**config.mk**
```make
export PLATFORM = sky130hd
export DESIGN_NAME = ntcbt_div_pipe
export DESIGN_NICKNAME = d
export VERILOG_FILES = /design/src/hw/rtl/ntcbt_div_pipe.sv
export SDC_FILE = /design/constraint.sdc
export NUM_CORES = 2
export LEC_CHECK = 0
export BUFFER_PORTS_ARGS = -buffer_cell sky130_fd_sc_hd__buf_2
export CAP_MARGIN = 15
export CORE_MARGIN = 1.5
export CORE_UTILIZATION = 55
export DETAILED_ROUTE_END_ITERATION = 12
export PLACE_DENSITY = 0.71
export SLEW_MARGIN = 20
export SYNTH_ARGS = -nofsm -noshare
export SYNTH_HDL_FRONTEND = slang
export SYNTH_SLANG_ARGS = --single-unit
```
**constraint.sdc**
```tcl
create_clock -name clk -period 3.3 [get_ports clk]
set_input_delay 0.165 -clock clk [delete_from_list [all_inputs] [get_ports clk]]
set_output_delay 0.165 -clock clk [all_outputs]
set_load 0.02 [all_outputs]
```
**src/hw/rtl/ntcbt_div_pipe.sv**
```systemverilog
// ----------------------------------------------------------------------------
// ntcbt_div_pipe
// Pipelined restoring divider, one quotient bit per stage, with sideband.
// ----------------------------------------------------------------------------
module ntcbt_div_pipe #(
	parameter int NUM_W  = 33,
	parameter int DEN_W  = 12,
	parameter int SIDE_W = 1
) (
	input  logic              clk,
	input  logic              arst_n,
	input  logic              en,
	input  logic              in_valid,
	input  logic [NUM_W-1:0]  num,
	input  logic [DEN_W-1:0]  den,
	input  logic [SIDE_W-1:0] side,
	output logic              out_valid,
	output logic [NUM_W-1:0]  quo,
	output logic [SIDE_W-1:0] out_side
);

	// numerator bits shift out of the top while quotient bits shift in
	logic              v_s    [NUM_W];
	logic [NUM_W-1:0]  nq_s   [NUM_W];
	logic [DEN_W-1:0]  rem_s  [NUM_W];
	logic [DEN_W-1:0]  den_s  [NUM_W];
	logic [SIDE_W-1:0] side_s [NUM_W];

	for (genvar i = 0; i < NUM_W; i++) begin : g_stage
		logic              cur_v;
		logic [NUM_W-1:0]  cur_nq;
		logic [DEN_W-1:0]  cur_rem;
		logic [DEN_W-1:0]  cur_den;
		logic [SIDE_W-1:0] cur_side;
		logic [DEN_W:0]    trial;
		logic              ge;

		if (i == 0) begin : g_first
			assign cur_v    = in_valid;
			assign cur_nq   = num;
			assign cur_rem  = '0;
			assign cur_den  = den;
			assign cur_side = side;
		end else begin : g_next
			assign cur_v    = v_s[i-1];
			assign cur_nq   = nq_s[i-1];
			assign cur_rem  = rem_s[i-1];
			assign cur_den  = den_s[i-1];
			assign cur_side = side_s[i-1];
		end

		assign trial = {cur_rem, cur_nq[NUM_W-1]};
		assign ge    = trial >= {1'b0, cur_den};

		always_ff @(posedge clk or negedge arst_n) begin
			if (!arst_n) begin
				v_s[i] <= 1'b0;
			end else if (en) begin
				v_s[i] <= cur_v;
			end
		end

		always_ff @(posedge clk) begin
			if (en) begin
				rem_s[i]  <= ge ? DEN_W'(trial - {1'b0, cur_den}) : trial[DEN_W-1:0];
				nq_s[i]   <= {cur_nq[NUM_W-2:0], ge};
				den_s[i]  <= cur_den;
				side_s[i] <= cur_side;
			end
		end
	end

	assign out_valid = v_s[NUM_W-1];
	assign quo       = nq_s[NUM_W-1];
	assign out_side  = side_s[NUM_W-1];

endmodule

```
==> summary.txt <==
Worst setup path
  – Crit path capture type: flop
  – R2R Setup Slk: around 130 ps
  – Worst endpoint data arrival time: approximately 3700 ps
  – CP Max Fanout: 13
  – Worst Path Required: 3830 ps
  – Critical R2R Capture: rem_s[0][293]
  – Worst r2r src: rem_s[0][281]
  – Setup CP Type: flop to flop
  – Setup crit start kind: flop
  – Worst Reg2Reg Path Length in Cells: 8

Synth
  – Seq cells post-synth: 1923
  – Post-synthesis async set-or-reset flop share: 1.72%
  – Synth Flop Type: edfxtp_1
  – Post-synthesis instance total: 5016
  – Post-synthesis sequential area ratio: 71.6%
  – Mapped Area: roughly 80000 sq um
  – Post-synth EDFFs: 1890
  – Synth cell types: 64
  – Syn_nets: 5483
  – Synthesized area per cell: ~16 sq um
  – Synth Warn #: 0

STA
  – Final Hold Fails: 0
  – Fin Setup TNS: 0 ps
  – Final min period: 3170 ps
  – Max Fclk: approximately 320 MHz
  – Hold_ws: 78.7 ps
  – Final Setup Violations: 0
  – Rel. slew slack: between 40% and 50%
  – Final clock skew: 25.2 ps
  – Fin crit share: 96.1%
  – Tightest Pin Transition: 771 ps
  – Final slew viol count: 0
  – RSZ-0062 raised after global routing: false

Hold path
  – Hold_sp: num[7]
  – Hold path endpoint: nq_s[0][8]
  – HP Class: primary input to flop
  – Hold depth: 2

Die
  – Io pins: 85
  – FP Rows: 140
  – Core Area: 145000 sq um
  – Die footprint: 148000 sq um
  – Chip height: 385 um
  – Initial Utilization: 55.3%
  – Die Span X: 385 um

Place
  – Detailed Place HPWL: about 84000 um
  – PortBufs: 84
  – Final GP Congestion: 0.864

Detailed routing
  – Detailed Route WL: 126000 um
  – Final ANT Viol Nets: 0
  – Via count: 40.3k
  – DR DRC count: 0
  – Drt first pass iters: 5
  – Average wire per standard cell: between 15 and 20 um
  – Iteration-0 DRC Markers: 2435
  – Vias per Instance: approximately 5.4

Clock network
  – Clock sink total: 1923
  – Clock-pin slew on the worst setup and hold paths: roughly 60 ps
  – H-tree level count: 4
  – Maximum root-to-sink buffer count: 3
  – Worst-Skew Late Latency: 790 ps
  – Post-CTS setup buffers: 0
  – CTS Buf Count: 191
  – TritonCTS clock tree: yes
  – Root buffer cell: clkbuf_16

Global routing
  – Number of global-route vias before repair: 40.8k
  – First-pass GRT wire length: 206000 um
  – Initial antenna violation count: 0
  – GR Util All Layers: 17.2%
  – Largest net degree at the start of global routing: 135
  – GRT overflow: 0

Finish
  – Synth-to-layout area growth: 13.2%
  – Final nets: 5877
  – Antenna cells: 0
  – Layout cell share with drive strength beyond 1: 15.1%

Power
  – Power, Total: 78.7 mW
  – P_leak: 35.1 nW
  – PD cells: between 800 and 900 nW/um^2
  – Peak VDD IR: 0.547 mV

Status
  – Run status: complete, no violations

Flow run
  – Max cap viols: 0
cells in the mapped netlist (all sizes together), types with 50 or more instances:
cell type | count | area (sq um)
mux2i | 55 | 551
xor2 | 121 | 1060
a21o | 144 | 1080
edfxtp | 1890 | 56800
nor2b | 81 | 514
nand2 | 117 | 439
mux2 | 309 | 3510
nand2b | 54 | 338
ha | 386 | 4830
nor2 | 171 | 642
inv | 495 | 1860
nand3 | 94 | 470
o21a | 50 | 375
xnor2 | 125 | 1090
a21oi | 234 | 1190
o21ai | 162 | 811
cell type report:
cell class | count | area [sq um]
clock inverter | 122 | 1240
tap | 1917 | 2400
fill | 10400 | 54400
timing repair buffer | 255 | 2090
inverter | 495 | 1860
clock buffer | 229 | 5010
multi-input combinational | 2544 | 20800
sequential | 1923 | 57600
layout by cell type (no fill, tap or decap), types with 14 or more instances in the layout:
master,count
o31ai_2,17
inv_1,495
bufinv_16,21
nor3_1,33
or2_2,18
xnor2_1,125
nand2_1,117
o311ai_0,26
dlygate4sd3_1,50
nand3_1,94
edfxtp_1,1890
clkinv_2,37
clkbuf_1,34
o21ai_0,160
or3_1,22
nor2_1,171
and3_1,43
buf_2,83
fa_1,31
dfrtp_1,33
o31a_1,32
and2_1,16
a21oi_1,232
ha_1,386
nor2b_1,80
clkbuf_16,195
mux2i_1,55
mux2_2,295
nand2b_1,54
a21o_1,144
nor4_1,14
a2111oi_0,32
clkinv_1,40
buf_12,21
xor2_1,121
a31oi_1,37
o21a_1,50
buf_4,101
o41a_1,25
kinds of logic after synthesis:
family / synth area share [%]
flops: 71.6
compound gates: 6.89
simple gates: 4.30
buf+inv: 2.65
fa+ha+maj: 6.78
mux: 5.05
xor+xnor: 2.68
flip-flops by register name, indices dropped and copies added, names as in the netlist:
register,cells
out_valid,1
den_s,384
rem_s,384
nq_s,1089
g_stage.cur_v,32
side_s,33
what timing repair did:
action	4_1_cts	5_1_grt
gates resized for setup	0	3
endpoints found under the hold margin	128	0
hold buffers	51	0
setup endpoints to repair	0	22
critical path, cell delays in order (launching register included):
cell	delay, ps
edfxtp_1	420
ha_1	380
a21o_1	190
a21o_1	200
a21oi_1	240
nor2_1	60
a2111oi_0	690
o31ai_4	360
mux2_2	370
worst max-delay path by stage:
stage / start / end / cells after the start
final: rem_s[0][281] / rem_s[0][293] / 8
after global routing: rem_s[0][245] / rem_s[0][257] / 9
after CTS: rem_s[0][17] / rem_s[0][30] / 8
after detailed placement: rem_s[0][17] / rem_s[0][28] / 8
after global placement: rem_s[0][314] / rem_s[0][334] / 9
after floorplan: den_s[0][49] / rem_s[0][64] / 10
layer usage:
metal  vias up  track usage (%)  wire length (um)
li1      19700                -                 -
met1     19600             22.9             56000
met2       694             28.6             61600
met3       257             3.05              4850
met4         0             6.14              3760
met5         -                0                 0
report_power, final:
part | total, mW | internal (mW) | switching, mW
clock network | 21.3 | 12.5 | 8.86
registers | 34.3 | 32.3 | 1.94
logic | 23.1 | 11.4 | 11.7
per-stage QoR:
step / setup slack (ps) / cells / area [sq um] / utilization [%]
after CTS: 62.1 / 7485 / 91000 / 62.6
after global placement: 190 / 7083 / 84200 / 57.9
after detailed placement: 89.4 / 7083 / 84200 / 57.9
after global routing: 12.9 / 7485 / 91000 / 62.6
final: 130 / 7485 / 91000 / 62.6
after floorplan: 470 / 5016 / 80400 / -
Power figures use the tool's default switching activity.
